<file path="config.mk">
export PLATFORM = sky130hd
export DESIGN_NAME = imh_ctrl
export DESIGN_NICKNAME = d
export VERILOG_FILES = /design/src/rtl/indexed_min_heap_assert.svh /design/src/rtl/imh_pkg.sv /design/src/rtl/imh_ctrl.sv
export SDC_FILE = /design/constraint.sdc
export NUM_CORES = 1
export LEC_CHECK = 0
export ABC_AREA = 1
export BUFFER_PORTS_ARGS = -buffer_cell sky130_fd_sc_hd__buf_2
export CAP_MARGIN = 30
export CORE_MARGIN = 5
export CORE_UTILIZATION = 41
export CTS_CLUSTER_DIAMETER = 120
export DETAILED_ROUTE_END_ITERATION = 12
export PLACE_DENSITY = 0.75
export SYNTH_ARGS = -nofsm -noshare
export SYNTH_HDL_FRONTEND = slang
export SYNTH_SLANG_ARGS = --single-unit
</file>
<file path="constraint.sdc">
create_clock -name i_clk -period 1.2 [get_ports i_clk]
set_input_delay 0.24 -clock i_clk [delete_from_list [all_inputs] [get_ports i_clk]]
set_output_delay 0.24 -clock i_clk [all_outputs]
set_load 0.05 [all_outputs]
</file>
<file path="src/rtl/indexed_min_heap_assert.svh">
`ifndef INDEXED_MIN_HEAP_ASSERT_SVH
`define INDEXED_MIN_HEAP_ASSERT_SVH

// Checks that a condition holds in the same cycle as its trigger.
`define IMH_ASSERT_SAME(label, clk, rst_n, trig, cond, msg) \
    label: assert property (@(posedge clk) disable iff (!rst_n) (trig) |-> (cond)) \
        else $error(msg);

// Checks that a condition holds in the cycle after its trigger.
`define IMH_ASSERT_NEXT(label, clk, rst_n, trig, cond, msg) \
    label: assert property (@(posedge clk) disable iff (!rst_n) (trig) |=> (cond)) \
        else $error(msg);

`endif

</file>
<file path="src/rtl/imh_pkg.sv">
package imh_pkg;

    localparam int CAPACITY_DEF = 256;
    localparam int KEY_BITS_DEF = 64;
    localparam int NUM_HANDLES  = 256;
    localparam int HANDLE_W     = 8;
    localparam int KEY_W        = 64;
    localparam int OP_W         = 2;
    localparam int STATUS_W     = 3;
    localparam int COUNT_W      = 9;

    localparam logic [OP_W-1:0] OP_INSERT = 2'd0;
    localparam logic [OP_W-1:0] OP_REMOVE = 2'd1;
    localparam logic [OP_W-1:0] OP_POP    = 2'd2;

    localparam logic [STATUS_W-1:0] ST_OK       = 3'd0;
    localparam logic [STATUS_W-1:0] ST_EMPTY    = 3'd1;
    localparam logic [STATUS_W-1:0] ST_FULL     = 3'd2;
    localparam logic [STATUS_W-1:0] ST_ABSENT   = 3'd3;
    localparam logic [STATUS_W-1:0] ST_PRESENT  = 3'd4;

    localparam logic [2:0] HR_ZERO  = 3'd0;
    localparam logic [2:0] HR_CNTM1 = 3'd1;
    localparam logic [2:0] HR_UP    = 3'd2;
    localparam logic [2:0] HR_LEFT  = 3'd3;
    localparam logic [2:0] HR_RIGHT = 3'd4;

    typedef struct packed {
        logic                ld_in;
        logic                hr_en;
        logic [2:0]          hr_sel;
        logic                st_en;
        logic [STATUS_W-1:0] st_val;
        logic                ins_start;
        logic                rm_start;
        logic                pop_take;
        logic                ld_m;
        logic                dn_left;
        logic                dn_right;
        logic                dn_step;
        logic                up_step;
        logic                place;
        logic                emit;
    } t_cmd;

    typedef struct packed {
        logic [OP_W-1:0] op;
        logic            present;
        logic            full;
        logic            empty;
        logic            rm_bad;
        logic            rm_last;
        logic            cnt_one;
        logic            l_ok;
        logic            r_ok;
        logic            best_same;
        logic            at_start;
        logic            at_root;
        logic            up_lt;
        logic            out_free;
    } t_stat;

endpackage

</file>
<file path="src/rtl/imh_ctrl.sv">
module imh_ctrl (
    input  logic          i_clk,
    input  logic          i_rst_n,
    input  logic          i_valid,
    output logic          o_ready,
    input  imh_pkg::t_stat i_stat,
    output imh_pkg::t_cmd  o_cmd
);
    import imh_pkg::*;

    localparam logic [4:0] S_IDLE   = 5'd0;
    localparam logic [4:0] S_DEC    = 5'd1;
    localparam logic [4:0] S_RM_P   = 5'd2;
    localparam logic [4:0] S_POP_H  = 5'd3;
    localparam logic [4:0] S_POP_K  = 5'd4;
    localparam logic [4:0] S_LAST_H = 5'd5;
    localparam logic [4:0] S_LAST_K = 5'd6;
    localparam logic [4:0] S_DN_L   = 5'd7;
    localparam logic [4:0] S_DN_LH  = 5'd8;
    localparam logic [4:0] S_DN_LK  = 5'd9;
    localparam logic [4:0] S_DN_RH  = 5'd10;
    localparam logic [4:0] S_DN_RK  = 5'd11;
    localparam logic [4:0] S_DN_DEC = 5'd12;
    localparam logic [4:0] S_DN_END = 5'd13;
    localparam logic [4:0] S_UP_CHK = 5'd14;
    localparam logic [4:0] S_UP_H   = 5'd15;
    localparam logic [4:0] S_UP_K   = 5'd16;
    localparam logic [4:0] S_PLACE  = 5'd17;
    localparam logic [4:0] S_RES    = 5'd18;

    logic [4:0] r_state;
    logic [4:0] n_state;

    assign o_ready = (r_state == S_IDLE);

    always_comb begin
        n_state = r_state;
        o_cmd   = '0;
        case (r_state)
            S_IDLE: begin
                if (i_valid) begin
                    o_cmd.ld_in = 1'b1;
                    n_state     = S_DEC;
                end
            end
            S_DEC: begin
                case (i_stat.op)
                    OP_INSERT: begin
                        if (i_stat.present) begin
                            o_cmd.st_en  = 1'b1;
                            o_cmd.st_val = ST_PRESENT;
                            n_state      = S_RES;
                        end else if (i_stat.full) begin
                            o_cmd.st_en  = 1'b1;
                            o_cmd.st_val = ST_FULL;
                            n_state      = S_RES;
                        end else begin
                            o_cmd.ins_start = 1'b1;
                            n_state         = S_UP_CHK;
                        end
                    end
                    OP_REMOVE: begin
                        if (!i_stat.present) begin
                            o_cmd.st_en  = 1'b1;
                            o_cmd.st_val = ST_ABSENT;
                            n_state      = S_RES;
                        end else begin
                            n_state = S_RM_P;
                        end
                    end
                    OP_POP: begin
                        if (i_stat.empty) begin
                            o_cmd.st_en  = 1'b1;
                            o_cmd.st_val = ST_EMPTY;
                            n_state      = S_RES;
                        end else begin
                            o_cmd.hr_en  = 1'b1;
                            o_cmd.hr_sel = HR_ZERO;
                            n_state      = S_POP_H;
                        end
                    end
                    default: n_state = S_RES;
                endcase
            end
            S_RM_P: begin
                if (i_stat.rm_bad) begin
                    o_cmd.st_en  = 1'b1;
                    o_cmd.st_val = ST_ABSENT;
                    n_state      = S_RES;
                end else begin
                    o_cmd.rm_start = 1'b1;
                    if (i_stat.rm_last) begin
                        n_state = S_RES;
                    end else begin
                        o_cmd.hr_en  = 1'b1;
                        o_cmd.hr_sel = HR_CNTM1;
                        n_state      = S_LAST_H;
                    end
                end
            end
            S_POP_H: n_state = S_POP_K;
            S_POP_K: begin
                o_cmd.pop_take = 1'b1;
                if (i_stat.cnt_one) begin
                    n_state = S_RES;
                end else begin
                    o_cmd.hr_en  = 1'b1;
                    o_cmd.hr_sel = HR_CNTM1;
                    n_state      = S_LAST_H;
                end
            end
            S_LAST_H: n_state = S_LAST_K;
            S_LAST_K: begin
                o_cmd.ld_m = 1'b1;
                n_state    = S_DN_L;
            end
            S_DN_L: begin
                if (i_stat.l_ok) begin
                    o_cmd.hr_en  = 1'b1;
                    o_cmd.hr_sel = HR_LEFT;
                    n_state      = S_DN_LH;
                end else begin
                    n_state = S_DN_END;
                end
            end
            S_DN_LH: n_state = S_DN_LK;
            S_DN_LK: begin
                o_cmd.dn_left = 1'b1;
                if (i_stat.r_ok) begin
                    o_cmd.hr_en  = 1'b1;
                    o_cmd.hr_sel = HR_RIGHT;
                    n_state      = S_DN_RH;
                end else begin
                    n_state = S_DN_DEC;
                end
            end
            S_DN_RH: n_state = S_DN_RK;
            S_DN_RK: begin
                o_cmd.dn_right = 1'b1;
                n_state        = S_DN_DEC;
            end
            S_DN_DEC: begin
                if (i_stat.best_same) begin
                    n_state = S_DN_END;
                end else begin
                    o_cmd.dn_step = 1'b1;
                    n_state       = S_DN_L;
                end
            end
            S_DN_END: begin
                if (i_stat.at_start && i_stat.op == OP_REMOVE) begin
                    n_state = S_UP_CHK;
                end else begin
                    n_state = S_PLACE;
                end
            end
            S_UP_CHK: begin
                if (i_stat.at_root) begin
                    n_state = S_PLACE;
                end else begin
                    o_cmd.hr_en  = 1'b1;
                    o_cmd.hr_sel = HR_UP;
                    n_state      = S_UP_H;
                end
            end
            S_UP_H: n_state = S_UP_K;
            S_UP_K: begin
                if (i_stat.up_lt) begin
                    o_cmd.up_step = 1'b1;
                    n_state       = S_UP_CHK;
                end else begin
                    n_state = S_PLACE;
                end
            end
            S_PLACE: begin
                o_cmd.place = 1'b1;
                n_state     = S_RES;
            end
            S_RES: begin
                if (i_stat.out_free) begin
                    o_cmd.emit = 1'b1;
                    n_state    = S_IDLE;
                end
            end
            default: n_state = S_IDLE;
        endcase
    end

    always_ff @(posedge i_clk) begin
        if (!i_rst_n) begin
            r_state <= S_IDLE;
        end else begin
            r_state <= n_state;
        end
    end

endmodule

</file>
==> metrics.md, run 1 <==
| Metric | Value |
|---|---|
| Last stage | clock tree synthesis |
| Post-synth top area share | 0.212 |
| Number of port buffers | 37 |
| Row count | 16 |
| Post-CTS setup buffer count | 14 |
| DP Cell Count | roughly 260 |
| Sequential area share after synthesis | 0.125 |
| Main area contributors after synthesis | nand2_1, nor2_1, inv_1 |
| Chip Width | 54.1 um |
| Status | stopped before the end |
| Initial Util | 0.420 |
| Die H | around 54 um |
| Num CTS Buffers | 3 |
| Post-Syn Instances | between 150 and 200 |
| Tool error | [ERROR DPL-0033] detailed placement checks failed during check placement. |
| Dpl hpwl | between 2 and 3 mm |
| Synth Area per Inst | 5.02 um^2 |
| Distinct cells, synth | 21 |
| Post-CTS Hold Fix Bufs | 0 |
| Syn Std Cell Area | roughly 800 um^2 |
| CTS Buffer Depth | 2 |
| Num ports | 38 |
| H-Tree Depth | 1 |
| Net Count, Synth | between 150 and 200 |
| Dominant cell type by area after synthesis | nand2_1 |
| Routability congestion estimate | approximately 0.9 |
| Root Driver | clkbuf_4 |
| Register bit total from synthesis | 5 |
| # resized after CTS | a little over 100 |
| Clock sinks | 5 |
| YS warnings | 0 |
==> kinds of logic after synthesis <==
kind of cell | share of synthesized area
and+or+nand+nor | 0.638
buffers and inverters | 0.150
AOI/OAI and AO/OA | 0.0862
DFF | 0.125
==> synth_stat cells (all sizes together) <==
library cell / instances
nand3: 11
or2: 1
nor2: 41
nand2: 49
o211ai: 1
o21ai: 6
inv: 32
o22ai: 1
nor3: 3
nand4: 6
a21oi: 3
dfxtp: 5
==> per-stage QoR <==
step / setup WS [ps] / util / hold slack, ps / TNS, ps / cell area, um^2
3_3_place_gp: -310 / 0.751 / 466 / -4920 / 1430
3_5_place_dp: -350 / 0.751 / 475 / -5420 / 1430
2_1_floorplan: -587 / - / 337 / -3220 / 968
==> run 2: changes to the inputs <==
- CORE_AREA: unset -> 5 5 66 68
- CORE_MARGIN: 5 -> unset
- CORE_UTILIZATION: 41 -> unset
- CTS_CLUSTER_DIAMETER: 120 -> unset
- DIE_AREA: unset -> 0 0 71 73
- PLACE_DENSITY: 0.75 -> unset
- PLACE_DENSITY_LB_ADDON: unset -> 0.15
- clock period: 1.2 -> 1.6 ns (I/O delays scaled with it)
==> metrics.md, run 2 <==
| Metric | Value |
|---|---|
| FF+latch area | approximately 120 um^2 |
| CTS Buffer Depth | 2 |
| Number of global-route vias before repair | ~1200 |
| Peak VDD IR | 0.658 mV |
| DR DRC count | 0 |
| Num ports | 38 |
| CP Capture Type | primary output |
| Min Tclk post-route | around 1700 ps |
| Fillers | ~440 |
| R2R Path End | r_state[2] |
| ANT nets after route | 0 |
| Initial antenna violation count | 0 |
| Clock sinks | 5 |
| Worst setup path endpoint | o_cmd[9] |
| Die H | 73 um |
| Power Internal | ~0.0011 W |
| Crit path required time | approximately 1300 ps |
| Setup violators final | 12 |
| Clock Latency Late Sink | around 230 ps |
| Routability congestion estimate | 0.836 |
| Top Family by Delay on Critical Path | simple AND/OR/NAND/NOR gates |
| Violated checks | setup timing |
| Distinct cells, synth | 21 |
| Sequential area share after synthesis | 0.125 |
| Logic gate share of total power | 0.777 |
| Commonest cells in the netlist | nand2_1, nor2_1, inv_1 |
| R2R cell count | 12 |
| Largest net degree at the start of global routing | 8 |
| Number of flip-flops in the largest register | 5 |
| Register bit total from synthesis | 5 |
| Max cap viols | 0 |
| Final Cycle Share | 1.09 |
| Nets | 246 |
| Fin. max-slew vios | 0 |
| Post-Syn Instances | roughly 160 |
| Routed WL per cell | 11.9 um |
| Drt via density | between 4 and 5 |
| Dpl hpwl | 2.74 mm |
| H-Tree Depth | 1 |
| RSZ-0062 raised after global routing | true |
| Power share of the sequential group | 0.121 |
| Pre-CTS WS | -33.4 ps |
| Startpoint types | register |
| Top Registers | r_state x5 |
| Synth Area per Inst | 5.02 um^2 |
| Net Sw Power | about 0.0013 W |
| Antenna cell count | 0 |
| Power Density | about 1500 nW/um^2 |
| Worst Hold Class | primary input to register |
| Syn Std Cell Area | roughly 800 um^2 |
| Synth Flop Type | dfxtp_1 |
| Clock Power Share | 0.101 |
| First-pass detailed-route iteration total | 4 |
| Root Driver | clkbuf_8 |
| Fmax | approximately 570 MHz |
| Most frequent cell after synthesis | nand2_1 |
| Share of cells above drive strength 1 | 0.524 |
| 1st-iter DRT viols | ~60 |
| P_leak | slightly below 0.9 nW |
| RR Startpoint | r_state[2] |
| TritonCTS clock tree | built |
| CTS clk-pin slew, worst paths | 40 ps |
| Slew at the pin with the worst max-slew slack | between 200 and 300 ps |
| Num CTS Buffers | 3 |
| EDFF count, synth | 0 |
| Initial Util | 0.210 |
| Switching share of total power | 0.543 |
| Critical path launch point | r_state[2] |
| Critical path fanouts, max | 5 |
| Final wirelength | ~3.3 mm |
| Number of port buffers | 37 |
| Post-synth top area share | 0.212 |
| CP max stage delay | 360 ps |
| Total track usage | 0.127 |
| Net Count, Synth | about 180 |
| YS warnings | 0 |
| Main area contributors after synthesis | nand2_1, nor2_1, inv_1 |
| Layout area overhead | 96.6% |
| Die Area | just over 5000 um^2 |
| CP Cell Sequence | nor2_4 > inv_2 > nor2_4 > nand2_2 > nor2_2 > buf_6 |
| CP Depth | 6 |
| Final hold vios | 0 |
| CP max stage cell | dfxtp_4 |
| Area of the multi-input gates | a little over 700 um^2 |
| Final WS setup | -146 ps |
| Grt ovf | 0 |
| Hold_ws | ~340 ps |
| CP most frequent cell | nor2_4 |
| Dominant cell type by area after synthesis | nand2_1 |
| Relative slew slack | 0.818 |
| Chip Width | slightly above 70 um |
| First-pass GRT wire length | approximately 5.1 mm |
| R2R Setup Slk | -70 ps |
| Core box area | ~3800 um^2 |
| Worst Path Buf+Inv | 2 |
| Status | finished with violations |
| Commonest non-fill, non-tap cell in the layout | nand2_1 |
| WP data arrival | between 1000 and 1500 ps |
| Commonest cells after routing, fill and taps aside | nand2_1, buf_4, inv_1, nor2_1, buf_2 |
| Crit Path Category | register to primary output |
| Biggest register | r_state |
| Share of flip-flops with an asynchronous set or reset | 0 |
| Final Skew | 3.54 ps |
| DR vias | approximately 1200 |
| Row count | 23 |
[run 2: cell counts after synthesis]
No cell type changed its count.
[run 2: final cells by class]
| cell class | instances | area share |
|---|---|---|
| sequential | 5 | 0.0758 |
| clock buffer | 4 | 0.0287 |
| timing repair buffer | 64 | 0.323 |
| inverter | 32 | 0.0797 |
| multi-input combinational | 122 | 0.453 |
| tap | 50 | 0.0399 |
[run 2: cell families after synthesis]
logic type	share of synthesized area
and+or+nand+nor	0.638
buffers and inverters	0.150
DFF	0.125
AOI/OAI and AO/OA	0.0862
[run 2: timing repair]
item	CTS	global route
pin swaps	13	8
hold buffers	0	0
endpoints found under the setup margin	19	20
setup buffers	3	2
resized for setup	60	17
[run 2: stage by stage]
step | area (um^2) | util | total power, W | std cells | TNS [ps]
after global routing | 1570 | 0.413 | 0.00256 | 277 | -2170
after floorplan | 843 | - | 0.00123 | 159 | -412
after CTS | 1490 | 0.393 | 0.00232 | 275 | -739
after detailed placement | 1260 | 0.331 | 0.00180 | 268 | -33.4
after global placement | 1260 | 0.331 | 0.00182 | 268 | -96.9
final | 1570 | 0.413 | 0.00241 | 277 | -1020
[run 2: metal layers]
layer,global-route usage,wire (um)
met1,0.144,1370
met2,0.227,1640
met3,0.0152,135
met5,0,0
met4,0.0793,145
[run 2: worst register-to-register path: stages (launching register included)]
cell	delay, ps
dfxtp_4	360
nor2_4	160
inv_2	80
nor2_4	180
nand2_2	110
buf_4	140
buf_4	110
buf_4	120
o21ai_2	100
inv_1	60
nand2_1	50
nor2_1	40
nor2_1	70
[run 2: worst min path at each step]
stage,startpoint,end,slack [ps],depth (start not counted)
floorplan,i_rst_n,r_state[1],420,2
global placement,i_rst_n,r_state[3],580,3
detailed placement,i_rst_n,r_state[3],580,3
CTS,i_rst_n,r_state[3],340,3
global route,i_rst_n,r_state[3],350,3
finish,i_rst_n,r_state[3],340,3
[run 2: power groups by stage]
stage / logic (W) / clock network [W] / registers [W]
final: 0.00187 / 0.000244 / 0.000292
after CTS: 0.00179 / 0.000247 / 0.000281
after detailed placement: 0.00156 / 0 / 0.000249
after floorplan: 0.000994 / 0 / 0.000241
after global routing: 0.00201 / 0.000248 / 0.000299
after global placement: 0.00157 / 0 / 0.000247
Power figures use the tool's default switching activity.
==> run 3: changes to the inputs <==
- PLACE_DENSITY_LB_ADDON: 0.15 -> unset
==> metrics.md, run 3 (synthesis results as in run 2) <==
| Metric | Value |
|---|---|
| Status | finished with violations |
| Logic gate share of total power | 0.790 |
| Routed WL per cell | approximately 12 um |
| DR DRC count | 0 |
| Clock sinks | 5 |
| Startpoint types | register |
| Final WS setup | -90.8 ps |
| Crit Path Category | register to primary output |
| Power share of the sequential group | 0.116 |
| CTS Buffer Depth | 2 |
| 1st-iter DRT viols | 52 |
| Violated checks | setup timing |
| Row count | 23 |
| DP Cell Count | between 200 and 300 |
| H-Tree Depth | 1 |
| Peak VDD IR | 1.23 mV |
| Pre-CTS WS | -22.8 ps |
| Grt ovf | 0 |
| Final wirelength | ~3.4 mm |
| Die H | ~73 um |
| R2R cell count | 11 |
| Layout area overhead | 106% |
| CTS clk-pin slew, worst paths | approximately 30 ps |
| Antenna cell count | 0 |
| Worst hold path depth | 3 |
| Slew at the pin with the worst max-slew slack | approximately 280 ps |
| Fmax | between 500 and 600 MHz |
| Clock Latency Late Sink | 220 ps |
| First-pass detailed-route iteration total | 4 |
| Die Area | a little over 5000 um^2 |
| Top Registers | r_state x5 |
| Worst Hold Class | primary input to register |
| Biggest register | r_state |
| Final Cycle Share | 1.06 |
| Num CTS Buffers | 3 |
| Initial antenna violation count | 0 |
| Largest net degree at the start of global routing | 8 |
| DR vias | between 1000 and 1500 |
| WP data arrival | approximately 1400 ps |
| Final Skew | 0.360 ps |
| Number of global-route vias before repair | 1189 |
| Share of cells above drive strength 1 | 0.565 |
| Power Internal | about 0.0011 W |
| Hold_ws | 335 ps |
| Max cap viols | 0 |
| CP Capture Type | primary output |
| Chip Width | 71 um |
| RSZ-0062 raised after global routing | true |
| Commonest non-fill, non-tap cell in the layout | nand2_1 |
| Setup violators final | 9 |
| Final hold vios | 0 |
| Net Sw Power | ~0.0013 W |
| Fin. max-slew vios | 0 |
| Nets | ~250 |
| Total track usage | 0.125 |
| Final cell count without fillers | about 280 |
| Routability congestion estimate | 0.961 |
| Switching share of total power | 0.537 |
| Num ports | 38 |
| P_leak | 0.921 nW |
| Commonest cells after routing, fill and taps aside | nand2_1, buf_4, nor2_1, inv_1, buf_2 |
| Power Density | roughly 1500 nW/um^2 |
| Core box area | roughly 3800 um^2 |
| ANT nets after route | 0 |
| Critical path fanouts, max | 5 |
| TritonCTS clock tree | built |
| Drt via density | about 4.4 |
| First-pass GRT wire length | between 5 and 6 mm |
| Initial Util | 0.210 |
| Root Driver | clkbuf_8 |
| Relative slew slack | 0.816 |
| Min Tclk post-route | ~1700 ps |
| Number of port buffers | 37 |
| Number of flip-flops in the largest register | 5 |
| Crit path required time | approximately 1300 ps |
| Dpl hpwl | approximately 2.6 mm |
| Clock Power Share | 0.094 |
==> run 3: timing repair <==
| item | CTS | global route |
|---|---|---|
| gates resized for setup | 74 | 17 |
| endpoints found under the hold margin | 0 | 0 |
| buffers inserted | 7 | 6 |
| pin swaps | 12 | 11 |
| hold buffers | 0 | 0 |
| endpoints found under the setup margin | 19 | 21 |
==> run 3: worst paths after layout <==
path / start / to / slack, ps
min reg2reg: r_state[0] / r_state[4] / 900
min: i_rst_n / r_state[1] / 340
max reg2reg: r_state[2] / r_state[2] / 50
max: r_state[2] / o_cmd[12] / -90
==> run 3: power groups by stage <==
stage | combinational, W | sequential [W] | clock (W)
floorplan | 0.000994 | 0.000241 | 0
global placement | 0.00149 | 0.000249 | 0
detailed placement | 0.00148 | 0.000250 | 0
CTS | 0.00179 | 0.000281 | 0.000235
global route | 0.00209 | 0.000294 | 0.000249
finish | 0.00195 | 0.000287 | 0.000232
==> run 3: final cells by class <==
cell class	instances	area, um^2
Timing Repair Buffer	69	563
Sequential cell	5	116
Tap cell	50	62.6
Fill cell	391	2150
Clock buffer	4	45.0
Multi-Input combinational cell	122	729
Inverter	32	128
==> run 3: metal layers <==
layer / routed length, um / global-route usage / part of all wire / vias to the layer above
met2: 1680 / 0.223 / 0.50 / 38
met4: 116 / 0.0710 / 0.035 / 0
met5: 0 / 0 / 0 / -
met3: 148 / 0.00826 / 0.044 / 10
met1: 1420 / 0.149 / 0.42 / 553
li1: - / - / - / 638
==> run 3: critical path, cell delays in order (launching register included) <==
cell,delay [ps]
dfxtp_2,340
nor2_4,140
inv_2,80
nor2_4,190
nand2_2,120
nor2_2,110
buf_6,160
==> run 3: through the flow <==
step | TNS (ps) | power, W | area [um^2] | utilization
final | -432 | 0.00247 | 1640 | 0.433
after global routing | -1390 | 0.00263 | 1640 | 0.433
after CTS | -365 | 0.00231 | 1550 | 0.408
after detailed placement | -22.8 | 0.00173 | 1230 | 0.325
after global placement | -18.2 | 0.00174 | 1230 | 0.325
after floorplan | -412 | 0.00123 | 843 | -
